[config.mk]
export PLATFORM = sky130hd
export DESIGN_NAME = midi_byte_stream_parser
export DESIGN_NICKNAME = d
export VERILOG_FILES = /design/src/rtl/mbsp_pkg.sv /design/src/rtl/mbsp_decode.sv /design/src/rtl/midi_byte_stream_parser.sv
export SDC_FILE = /design/constraint.sdc
export NUM_CORES = 1
export LEC_CHECK = 0
export BUFFER_PORTS_ARGS = -buffer_cell sky130_fd_sc_hd__buf_2
export CAP_MARGIN = 20
export CORE_MARGIN = 2
export CORE_UTILIZATION = 40
export DETAILED_ROUTE_END_ITERATION = 8
export SYNTH_ARGS = -nofsm -noshare
export SYNTH_HDL_FRONTEND = slang
export SYNTH_SLANG_ARGS = --single-unit
[constraint.sdc]
create_clock -name clock -period 6.6 [get_ports clock]
set_clock_uncertainty 0.2 [all_clocks]
set_input_delay 0.99 -clock clock [delete_from_list [all_inputs] [get_ports clock]]
set_output_delay 0.99 -clock clock [all_outputs]
set_load 0.05 [all_outputs]
[src/rtl/mbsp_pkg.sv]
`timescale 1ns / 1ps

package mbsp_pkg;

   // result kinds
   localparam logic [1:0] KIND_CHANNEL    = 2'd0;
   localparam logic [1:0] KIND_SYSEX_BYTE = 2'd1;
   localparam logic [1:0] KIND_SYSEX_END  = 2'd2;
   localparam logic [1:0] KIND_ERROR      = 2'd3;

   // status bytes of interest
   localparam logic [7:0] BYTE_TIMING_CLOCK   = 8'hF8;
   localparam logic [7:0] BYTE_ACTIVE_SENSING = 8'hFE;
   localparam logic [7:0] BYTE_SYSEX_START    = 8'hF0;
   localparam logic [7:0] BYTE_SYSEX_END      = 8'hF7;
   localparam logic [3:0] NIBBLE_PROGRAM      = 4'hC;
   localparam logic [3:0] NIBBLE_PRESSURE     = 4'hD;
   localparam logic [3:0] NIBBLE_SYSTEM       = 4'hF;

   localparam logic [15:0] COUNT_MAX = 16'hFFFF;

   // parser state carried from item to item
   typedef struct packed {
      logic [7:0]  running_status;
      logic [1:0]  bytes_expected;
      logic [1:0]  bytes_left;
      logic [6:0]  held_first_data;
      logic        in_sysex;
      logic [15:0] sysex_count;
      logic [6:0]  slot_pointer;
      logic [31:0] held_stamp;
      logic        stamp_taken;
   } state_type;

   // one result item
   typedef struct packed {
      logic [1:0]  kind;
      logic [7:0]  status_byte;
      logic [6:0]  first_data;
      logic [6:0]  second_data;
      logic [6:0]  sysex_slot;
      logic [7:0]  sysex_data;
      logic [15:0] sysex_position;
      logic [31:0] msg_stamp;
   } result_type;

endpackage

[src/rtl/mbsp_decode.sv]
`timescale 1ns / 1ps

module mbsp_decode #(
   parameter int SYSEX_SLOTS = 128
) (
   input  mbsp_pkg::state_type  state_cur,
   input  logic [7:0]           rx_byte,
   input  logic [31:0]          now_stamp,
   input  logic                 paused,
   output mbsp_pkg::state_type  state_nxt,
   output logic                 emit,
   output mbsp_pkg::result_type result
);

   localparam logic [8:0] SLOT_LIMIT = 9'(SYSEX_SLOTS);

   logic [15:0] count_inc;
   logic [8:0]  slot_wide;
   logic [6:0]  slot_adv;
   logic [31:0] first_stamp;
   logic        one_byte_msg;

   // saturating sysex count and cyclic slot pointer
   always_comb begin
      count_inc   = (state_cur.sysex_count == mbsp_pkg::COUNT_MAX) ?
                    mbsp_pkg::COUNT_MAX : state_cur.sysex_count + 16'd1;
      slot_wide   = {2'b00, state_cur.slot_pointer} + 9'd1;
      slot_adv    = (slot_wide >= SLOT_LIMIT) ? 7'd0 : slot_wide[6:0];
      first_stamp = state_cur.stamp_taken ? state_cur.held_stamp : now_stamp;
      one_byte_msg = (rx_byte[7:4] == mbsp_pkg::NIBBLE_PROGRAM) ||
                     (rx_byte[7:4] == mbsp_pkg::NIBBLE_PRESSURE);
   end

   // next state and result for one byte
   always_comb begin
      state_nxt = state_cur;
      emit      = 1'b0;
      result    = '0;
      if (rx_byte == mbsp_pkg::BYTE_TIMING_CLOCK ||
          rx_byte == mbsp_pkg::BYTE_ACTIVE_SENSING) begin
         // real-time bytes are dropped
      end else if (rx_byte[7]) begin
         if (rx_byte == mbsp_pkg::BYTE_SYSEX_START) begin
            if (!state_cur.in_sysex) begin
               state_nxt.bytes_expected = 2'd0;
               state_nxt.bytes_left     = 2'd0;
               state_nxt.running_status = 8'd0;
               state_nxt.stamp_taken    = 1'b0;
               state_nxt.in_sysex       = 1'b1;
               state_nxt.sysex_count    = 16'd1;
               emit                     = !paused;
               result.kind              = mbsp_pkg::KIND_SYSEX_BYTE;
               result.status_byte       = mbsp_pkg::BYTE_SYSEX_START;
               result.sysex_slot        = state_cur.slot_pointer;
               result.sysex_data        = mbsp_pkg::BYTE_SYSEX_START;
               result.msg_stamp         = now_stamp;
            end
         end else if (rx_byte == mbsp_pkg::BYTE_SYSEX_END) begin
            if (state_cur.in_sysex) begin
               state_nxt.in_sysex    = 1'b0;
               state_nxt.sysex_count = 16'd0;
               emit                  = !paused;
               if (!paused) begin
                  state_nxt.slot_pointer = slot_adv;
               end
               result.kind           = mbsp_pkg::KIND_SYSEX_END;
               result.status_byte    = mbsp_pkg::BYTE_SYSEX_START;
               result.sysex_slot     = state_cur.slot_pointer;
               result.sysex_data     = mbsp_pkg::BYTE_SYSEX_END;
               result.sysex_position = count_inc;
               result.msg_stamp      = now_stamp;
            end
         end else if (rx_byte[7:4] == mbsp_pkg::NIBBLE_SYSTEM) begin
            // other system bytes cancel running status outside a sysex
            if (!state_cur.in_sysex) begin
               state_nxt.bytes_expected = 2'd0;
               state_nxt.bytes_left     = 2'd0;
               state_nxt.running_status = 8'd0;
               state_nxt.stamp_taken    = 1'b0;
            end
         end else begin
            // channel status; aborts an open sysex with an error item
            if (state_cur.in_sysex) begin
               emit                  = !paused;
               result.kind           = mbsp_pkg::KIND_ERROR;
               result.status_byte    = rx_byte;
               result.sysex_slot     = state_cur.slot_pointer;
               result.sysex_position = state_cur.sysex_count;
               result.msg_stamp      = now_stamp;
               state_nxt.in_sysex    = 1'b0;
               state_nxt.sysex_count = 16'd0;
            end
            state_nxt.running_status  = rx_byte;
            state_nxt.bytes_expected  = one_byte_msg ? 2'd1 : 2'd2;
            state_nxt.bytes_left      = one_byte_msg ? 2'd1 : 2'd2;
            state_nxt.held_first_data = 7'd0;
            state_nxt.held_stamp      = now_stamp;
            state_nxt.stamp_taken     = 1'b1;
         end
      end else if (state_cur.in_sysex) begin
         // sysex data byte passed through
         emit                  = !paused;
         result.kind           = mbsp_pkg::KIND_SYSEX_BYTE;
         result.status_byte    = mbsp_pkg::BYTE_SYSEX_START;
         result.sysex_slot     = state_cur.slot_pointer;
         result.sysex_data     = rx_byte;
         result.sysex_position = state_cur.sysex_count;
         result.msg_stamp      = now_stamp;
         state_nxt.sysex_count = count_inc;
      end else if (state_cur.bytes_left != 2'd0) begin
         // channel data byte
         state_nxt.held_stamp  = first_stamp;
         state_nxt.stamp_taken = 1'b1;
         result.kind           = mbsp_pkg::KIND_CHANNEL;
         result.status_byte    = state_cur.running_status;
         result.msg_stamp      = first_stamp;
         if (state_cur.bytes_left == state_cur.bytes_expected) begin
            state_nxt.held_first_data = rx_byte[6:0];
            state_nxt.bytes_left      = state_cur.bytes_left - 2'd1;
            result.first_data         = rx_byte[6:0];
            if (state_cur.bytes_left == 2'd1) begin
               emit                  = !paused;
               state_nxt.bytes_left  = state_cur.bytes_expected;
               state_nxt.stamp_taken = 1'b0;
            end
         end else begin
            emit                  = !paused;
            result.first_data     = state_cur.held_first_data;
            result.second_data    = rx_byte[6:0];
            state_nxt.bytes_left  = state_cur.bytes_expected;
            state_nxt.stamp_taken = 1'b0;
         end
      end
   end

endmodule

[src/rtl/midi_byte_stream_parser.sv]
`timescale 1ns / 1ps

// MIDI byte parser: one received byte with its timer stamp per item. Items
// pass an input register and a result register, so one item is taken per
// clock unless a stalled result holds the input register; the result (if
// any) is set by the single decode stage between the registers and held
// in the result register until it is taken. Timing clock
// and active sensing are dropped, channel messages are assembled with
// running status, sysex bytes are passed out with position and slot, and a
// channel status inside a sysex gives an error item. Writing paused = 1
// (only while idle) suppresses all result items; parsing still goes on.
module midi_byte_stream_parser #(
   parameter int SYSEX_SLOTS = 128
) (
   input  logic        clock,
   input  logic        reset,
   input  logic        req_valid,
   output logic        req_stall,
   input  logic [7:0]  req_rx_byte,
   input  logic [31:0] req_now_stamp,
   output logic        rsp_valid,
   input  logic        rsp_stall,
   output logic [1:0]  rsp_kind,
   output logic [7:0]  rsp_status_byte,
   output logic [6:0]  rsp_first_data,
   output logic [6:0]  rsp_second_data,
   output logic [6:0]  rsp_sysex_slot,
   output logic [7:0]  rsp_sysex_data,
   output logic [15:0] rsp_sysex_position,
   output logic [31:0] rsp_msg_stamp,
   input  logic        csr_valid,
   output logic        csr_ready,
   input  logic        csr_paused
);

   logic                 paused_ff;
   logic                 in_valid_ff, in_valid_in;
   logic [7:0]           in_byte_ff;
   logic [31:0]          in_stamp_ff;
   mbsp_pkg::state_type  state_ff, state_in;
   logic                 rsp_valid_ff, rsp_valid_in;
   mbsp_pkg::result_type rsp_ff;
   mbsp_pkg::result_type result;
   logic                 emit;
   logic                 advance;
   logic                 accept;

   // handshake
   assign advance     = in_valid_ff && (!rsp_valid_ff || !rsp_stall);
   assign req_stall   = in_valid_ff && !advance;
   assign accept      = req_valid && !req_stall;
   assign in_valid_in = accept || (in_valid_ff && !advance);
   assign rsp_valid_in = (rsp_valid_ff && rsp_stall) || (advance && emit);
   assign csr_ready   = 1'b1;

   mbsp_decode #(
      .SYSEX_SLOTS(SYSEX_SLOTS)
   ) u_decode (
      .state_cur(state_ff),
      .rx_byte  (in_byte_ff),
      .now_stamp(in_stamp_ff),
      .paused   (paused_ff),
      .state_nxt(state_in),
      .emit     (emit),
      .result   (result)
   );

   // control registers
   always_ff @(posedge clock) begin
      if (reset) begin
         paused_ff    <= 1'b0;
         in_valid_ff  <= 1'b0;
         rsp_valid_ff <= 1'b0;
         state_ff     <= '0;
      end else begin
         in_valid_ff  <= in_valid_in;
         rsp_valid_ff <= rsp_valid_in;
         if (csr_valid) begin
            paused_ff <= csr_paused;
         end
         if (advance) begin
            state_ff <= state_in;
         end
      end
   end

   // payload registers
   always_ff @(posedge clock) begin
      if (accept) begin
         in_byte_ff  <= req_rx_byte;
         in_stamp_ff <= req_now_stamp;
      end
      if (advance && emit) begin
         rsp_ff <= result;
      end
   end

   assign rsp_valid          = rsp_valid_ff;
   assign rsp_kind           = rsp_ff.kind;
   assign rsp_status_byte    = rsp_ff.status_byte;
   assign rsp_first_data     = rsp_ff.first_data;
   assign rsp_second_data    = rsp_ff.second_data;
   assign rsp_sysex_slot     = rsp_ff.sysex_slot;
   assign rsp_sysex_data     = rsp_ff.sysex_data;
   assign rsp_sysex_position = rsp_ff.sysex_position;
   assign rsp_msg_stamp      = rsp_ff.msg_stamp;

   // data byte count never exceeds the message length
   assert property (@(posedge clock) disable iff (reset)
      state_ff.bytes_left <= state_ff.bytes_expected)
      else $error("bytes_left above bytes_expected");

   // an open sysex leaves no channel message pending
   assert property (@(posedge clock) disable iff (reset)
      state_ff.in_sysex |-> (state_ff.bytes_left == 2'd0 &&
                             state_ff.running_status == 8'd0))
      else $error("channel state live inside sysex");

   // channel messages carry a channel status
   assert property (@(posedge clock) disable iff (reset)
      (rsp_valid_ff && rsp_ff.kind == mbsp_pkg::KIND_CHANNEL) |->
      (rsp_ff.status_byte[7] && rsp_ff.status_byte[7:4] != mbsp_pkg::NIBBLE_SYSTEM))
      else $error("channel item without channel status");

   // a held result is never overwritten
   assert property (@(posedge clock) disable iff (reset)
      (rsp_valid_ff && rsp_stall) |-> !advance)
      else $error("decode advanced over stalled result");

endmodule
==> impl_metrics.py, run 1 <==
metrics = {
    "run_status": {
        "status": "finished, final reports clean",
    },
    "global_route": {
        "grt_pass1_vias": 5966,
        "gr-total-overflow": 0,
        "grt_pass1_wl_um": 32030,
        "grt_use_total_pct": 16.84,
        "grt_max_degree": 89,
        "antenna_found_initial": 1,
    },
    "pwr": {
        "power_density_nw_per_um2": 279.1,
        "power.total_mw": 2.908,
        "p_leak_nw": 4.440,
        "ir_worst_vdd_mv": 0.2196,
    },
    "placement": {
        "port_buffers": 134,
        "gp_congestion": 0.8291,
        "dp_hpwl_um": 12490,
        "preCtsSetupSlack_ns": 2.957,
    },
    "synth": {
        "synthesis.nets": 775,
        "async_reset_ff_share_pct": 0,
        "syn_avg_cell_area_um2": 12.07,
        "synthMostInstantiatedCell": "edfxtp_1",
        "synthTopCellsByCount": "edfxtp_1 (127), nor2_1 (84), dfxtp_1 (79)",
        "synth-main-ff-cell": "edfxtp_1",
        "yosys_warnings": 0,
        "synth_cells": 725,
        "synth-edff-count": 127,
        "synth_top_area_share_pct": 43.60,
        "yosys.area.top_type": "edfxtp_1",
        "ys_seq_area_share_pct": 61.68,
        "synth.distinct_cells": 77,
        "synth_area_leaders": "edfxtp_1 (44%), dfxtp_1 (18%), mux2i_1 (4.6%)",
        "synth_area_um2": 8747,
        "ys_ff_latch": 206,
    },
    "clock_tree": {
        "cts_setup_buffers": 0,
        "path_clk_slew_ns": 0.06,
        "cts_tree": "built",
        "numCtsBuffers": 23,
        "cts-root-buf": "clkbuf_16",
        "clock_sink_count": 206,
        "ctsHoldBuffers": 0,
        "clk-insertion-delay-late_ns": 0.52,
        "cts-resized-gates": 0,
        "clockBufferDepth": 3,
        "h-tree-depth": 1,
    },
    "setup_path": {
        "crit_path_max_fanout": 59,
        "cp_slowest_cell": "edfxtp_1",
        "crit_chain": "nand4_1, o22ai_1, a21oi_1, nor3b_4, buf_4, buf_16",
        "max_stage_delay_ns": 0.63,
        "timing_worst_setup_path_type": "reg -> reg",
        "endpoint_kind": "register",
        "r2r-start": "in_byte_ff[5]",
        "critPathBufInv": 2,
        "worstSetupStartpoint": "in_byte_ff[5]",
        "crit_arrival_ns": 3.12,
        "path_delay_family": "simple AND/OR/NAND/NOR gates",
        "critPathLaunchType": "register",
        "required_ns": 6.58,
    },
    "worst_hold_path": {
        "hold_class": "reg -> reg",
        "hold_start": "state_ff[72]",
    },
    "sta": {
        "fin_tns_setup_ns": 0,
        "hold_viol": 0,
        "fmax_mhz": 318.3,
        "setup_violations": 0,
        "period_share_pct": 47.60,
        "setup_slack_ns": 3.458,
        "fin_crit_ns": 3.142,
        "slew_headroom_pct": 33.68,
        "rsz0062_at_grt": "no",
        "whs_ns": 0.2496,
        "drv_slew": 0,
        "worstMarginPinSlew_ns": 0.9948,
    },
    "die": {
        "core_um2": 21620,
        "fp-row-count": 54,
        "io_pins": 136,
        "dieArea_um2": 23070,
        "die_x_um": 151.9,
        "die_y_um": 151.9,
        "start_util_pct": 40.46,
    },
    "cells_and_area": {
        "layout.nets": 895,
        "drive_gt1_share_pct": 24.59,
        "diodes": 0,
        "syn_to_final_growth_pct": 19.14,
        "fin_util_pct": 48.20,
        "fill_cells": 1986,
    },
    "route": {
        "drcViolationCount": 0,
        "via_count": 6147,
        "drt-pass1-iter-count": 5,
        "postRouteAntennaNets": 0,
        "drt-wirelength-per-cell_um": 17.41,
        "drtIter0Drc": 467,
        "routed_wl_um": 19890,
        "vias_per_cell": 5.383,
    },
    "flow_run": {
        "max_cap_viol_count": 0,
    },
}
-- power breakdown --
group	switching (mW)	internal, mW	total [mW]
clock network	0.507	0.816	1.32
registers	0.0310	1.40	1.43
logic	0.0935	0.0610	0.154
total	0.631	2.28	2.91
-- layer usage --
| layer | wire length [um] | part of all wire [%] | vias to the layer above | global-route usage (%) |
|---|---|---|---|---|
| li1 | - | - | 2964 | - |
| met1 | 9204 | 46 | 2960 | 23.54 |
| met2 | 9163 | 46 | 188 | 27.20 |
| met3 | 1133 | 5.7 | 33 | 3.337 |
| met4 | 369 | 1.9 | 2 | 4.005 |
| met5 | 13 | 0.065 | - | 0 |
-- worst register-to-register path: cells and delay by family, from the launching register on --
family	cells	cell delay, ns
buffers and inverters	2	0.74
DFF	1	0.63
and+or+nand+nor	2	0.75
AOI/OAI and AO/OA	2	0.42
-- placed cells by master (no fill, tap or decap), drive strengths merged, types with 3 or more instances in the layout --
cell and count:
a311oi 5, a211oi 6, a21o 13, buf 142
a21oi 41, edfxtp 127, mux2i 40, and3 8
a22oi 20, nand4 10, nor3 8, and2 20
xor2 7, ha 4, bufinv 3, inv 13
o21a 8, o22ai 4, clkbuf 31, a22o 32
nor2 86, nand3 14, nor4 7, nor2b 4
a31oi 3, a31o 5, or4 3, clkinv 8
nand2 34, dfxtp 79, o21ai 36
-- through the flow --
stage | instances | instance area, um2
finish | 1142 | 10420
global route | 1142 | 10420
CTS | 1139 | 10380
detailed placement | 1097 | 9578
global placement | 1097 | 9578
floorplan | 725 | 8747
-- final cells by class --
type / instances / area, um2 / area share (%)
Multi-Input combinational cell: 459 / 3075 / 29.51
Sequential cell: 206 / 5395 / 51.77
Clock inverter: 11 / 141.4 / 1.357
Inverter: 13 / 48.80 / 0.4682
Timing Repair Buffer: 142 / 754.5 / 7.240
Clock buffer: 31 / 655.6 / 6.291
Tap cell: 280 / 350.3 / 3.362
-- final timing paths --
check                           end  slack (ns)  depth (start not counted)
hold / removal         state_ff[72]        0.25                          2
hold reg to reg        state_ff[72]        0.25                          2
setup reg to reg  rsp_first_data[1]        3.46                          6
setup / recovery  rsp_first_data[1]        3.46                          6
-- sequential cells by signal, indices dropped and copies added (netlist names), 2 cells and up --
| name | flops |
|---|---|
| rsp_status_byte | 8 |
| rsp_second_data | 7 |
| in_byte_ff | 8 |
| rsp_sysex_position | 16 |
| rsp_sysex_data | 8 |
| state_ff | 76 |
| in_stamp_ff | 32 |
| rsp_first_data | 7 |
| rsp_kind | 2 |
| rsp_msg_stamp | 32 |
| rsp_sysex_slot | 7 |
-- kinds of logic (layout without fill, tap and decap cells) --
kind of cell | Yosys count | count (layout) | synth area share (%)
flops | 206 | 206 | 61.68
simple gates | 204 | 204 | 11.97
compound gates | 202 | 202 | 16.69
buf+inv | 60 | 197 | 3.447
mux | 40 | 40 | 4.577
xor+xnor | 8 | 8 | 1.016
fa+ha+maj | 4 | 4 | 0.5722
other cells | 1 | 1 | 0.04287
Power figures use the tool's default switching activity.
==> inputs of run 2 (changes only) <==
Clock period 6.6 ns to 2.8 ns, I/O delays scaled along.
==> impl_metrics.py, run 2 (synthesis gave the netlist of run 1 again) <==
metrics = {
    "cells_and_area": {
        "final_common_cell": "buf_2",
        "syn_to_final_growth_pct": 25.50,
        "diodes": 0,
        "fill_cells": 1926,
        "final_cells": 1213,
        "largest_reg_flops": 76,
        "drive_gt1_share_pct": 25.72,
        "final_cell_mix": "buf_2 (134), edfxtp_1 (127), nor2_1 (84)",
        "layout.nets": 967,
        "fin_util_pct": 50.78,
        "largest-register": "state_ff",
    },
    "setup_path": {
        "cp-endpoint": "rsp_msg_stamp[26]",
        "timing_worst_setup_path_type": "reg -> reg",
        "r2r_slack_ns": 0.23,
        "crit_path_max_fanout": 19,
        "r2r_cells": 5,
        "endpoint_kind": "register",
        "crit_arrival_ns": 2.62,
        "critPathLaunchType": "register",
        "required_ns": 2.85,
        "r2r-start": "in_byte_ff[2]",
        "worstSetupStartpoint": "in_byte_ff[2]",
        "rr_endpoint": "rsp_msg_stamp[26]",
    },
    "run_status": {
        "status": "finished, final reports clean",
    },
    "global_route": {
        "gr-total-overflow": 0,
        "grt_use_total_pct": 17.65,
        "grt_max_degree": 58,
        "grt_pass1_vias": 6153,
        "antenna_found_initial": 0,
        "grt_pass1_wl_um": 33480,
    },
    "clock_tree": {
        "cts-resized-gates": 0,
        "clock_sink_count": 206,
        "numCtsBuffers": 22,
        "clockBufferDepth": 3,
        "ctsHoldBuffers": 43,
        "cts_setup_buffers": 0,
        "cts_tree": "built",
        "clk-insertion-delay-late_ns": 0.50,
        "cts-root-buf": "clkbuf_16",
        "path_clk_slew_ns": 0.06,
        "h-tree-depth": 1,
    },
    "route": {
        "drt-pass1-iter-count": 5,
        "vias_per_cell": 5.356,
        "routed_wl_um": 20890,
        "via_count": 6497,
        "drt-wirelength-per-cell_um": 17.22,
        "drcViolationCount": 0,
        "drtIter0Drc": 467,
        "postRouteAntennaNets": 0,
    },
    "worst_hold_path": {
        "hold_depth": 3,
        "hold_class": "in -> reg",
    },
    "pwr": {
        "power_switching_mw": 1.448,
        "p_int_mw": 5.038,
        "power_density_nw_per_um2": 590.8,
        "seqPwrFrac_pct": 51.9,
        "switching_share_pct": 22.32,
        "power_frac_clock_pct": 41.1,
        "p_comb_share_pct": 7.0,
        "p_leak_nw": 4.712,
        "power.total_mw": 6.486,
        "ir_worst_vdd_mv": 0.4683,
    },
    "die": {
        "start_util_pct": 40.46,
        "die_x_um": 151.9,
        "dieArea_um2": 23070,
        "die_y_um": 151.9,
        "io_pins": 136,
        "core_um2": 21620,
        "fp-row-count": 54,
    },
    "sta": {
        "slew_headroom_pct": 25.52,
        "rsz0062_at_grt": "no",
        "setup_slack_ns": 0.2317,
        "hold_viol": 0,
        "whs_ns": 0.07392,
        "drv_slew": 0,
        "setup_violations": 0,
        "fin_crit_ns": 2.568,
        "worstMarginPinSlew_ns": 1.110,
        "fmax_mhz": 389.4,
        "period_share_pct": 91.73,
    },
    "placement": {
        "preCtsSetupSlack_ns": 0.2131,
        "place_inst": 1130,
        "port_buffers": 134,
        "dp_hpwl_um": 13620,
        "gp_congestion": 0.8879,
    },
    "flow_run": {
        "max_cap_viol_count": 0,
    },
}
==> run 2: worst max-delay path: stages (launching register included) <==
cell,delay (ns)
edfxtp_1,0.53
buf_4,0.23
and4b_1,0.26
o21ai_2,0.28
o211ai_2,0.47
a22o_1,0.34
==> run 2: cell type report <==
type | count | area, um2 | share of cell area [%]
timing repair buffer | 215 | 1436 | 13.08
sequential | 206 | 5395 | 49.15
tap | 280 | 350.3 | 3.191
clock buffer | 32 | 619.3 | 5.642
multi-input combinational | 459 | 3089 | 28.14
inverter | 13 | 48.80 | 0.4445
clock inverter | 8 | 38.79 | 0.3533
==> run 2: worst min-delay path by stage <==
stage,end,startpoint
finish,rsp_valid,rsp_stall
global route,rsp_valid,rsp_stall
global placement,state_ff[72],state_ff[72]
detailed placement,state_ff[72],state_ff[72]
CTS,rsp_valid,rsp_stall
floorplan,state_ff[72],state_ff[72]
==> run 2: power by group through the flow <==
stage               Sequential (mW)  Combinational, mW  Clock [mW]
floorplan                      3.41              0.285           0
global placement               3.42              0.402           0
detailed placement             3.43              0.406           0
CTS                            3.36              0.452        2.73
global route                   3.37              0.493        2.85
finish                         3.37              0.452        2.67
==> run 2: layer usage <==
layer	wire length [um]	up-vias	track usage [%]
li1	-	3110	-
met1	9633	3157	24.97
met4	379	0	4.183
met2	9708	197	28.42
met3	1165	33	3.166
met5	0	-	0
==> run 2: through the flow <==
stage          area [um2]  setup TNS (ns)
2_1_floorplan        8770         -123.35
3_3_place_gp         9889               0
3_5_place_dp         9889               0
4_1_cts             10980               0
5_1_grt             10980               0
6_report            10980               0
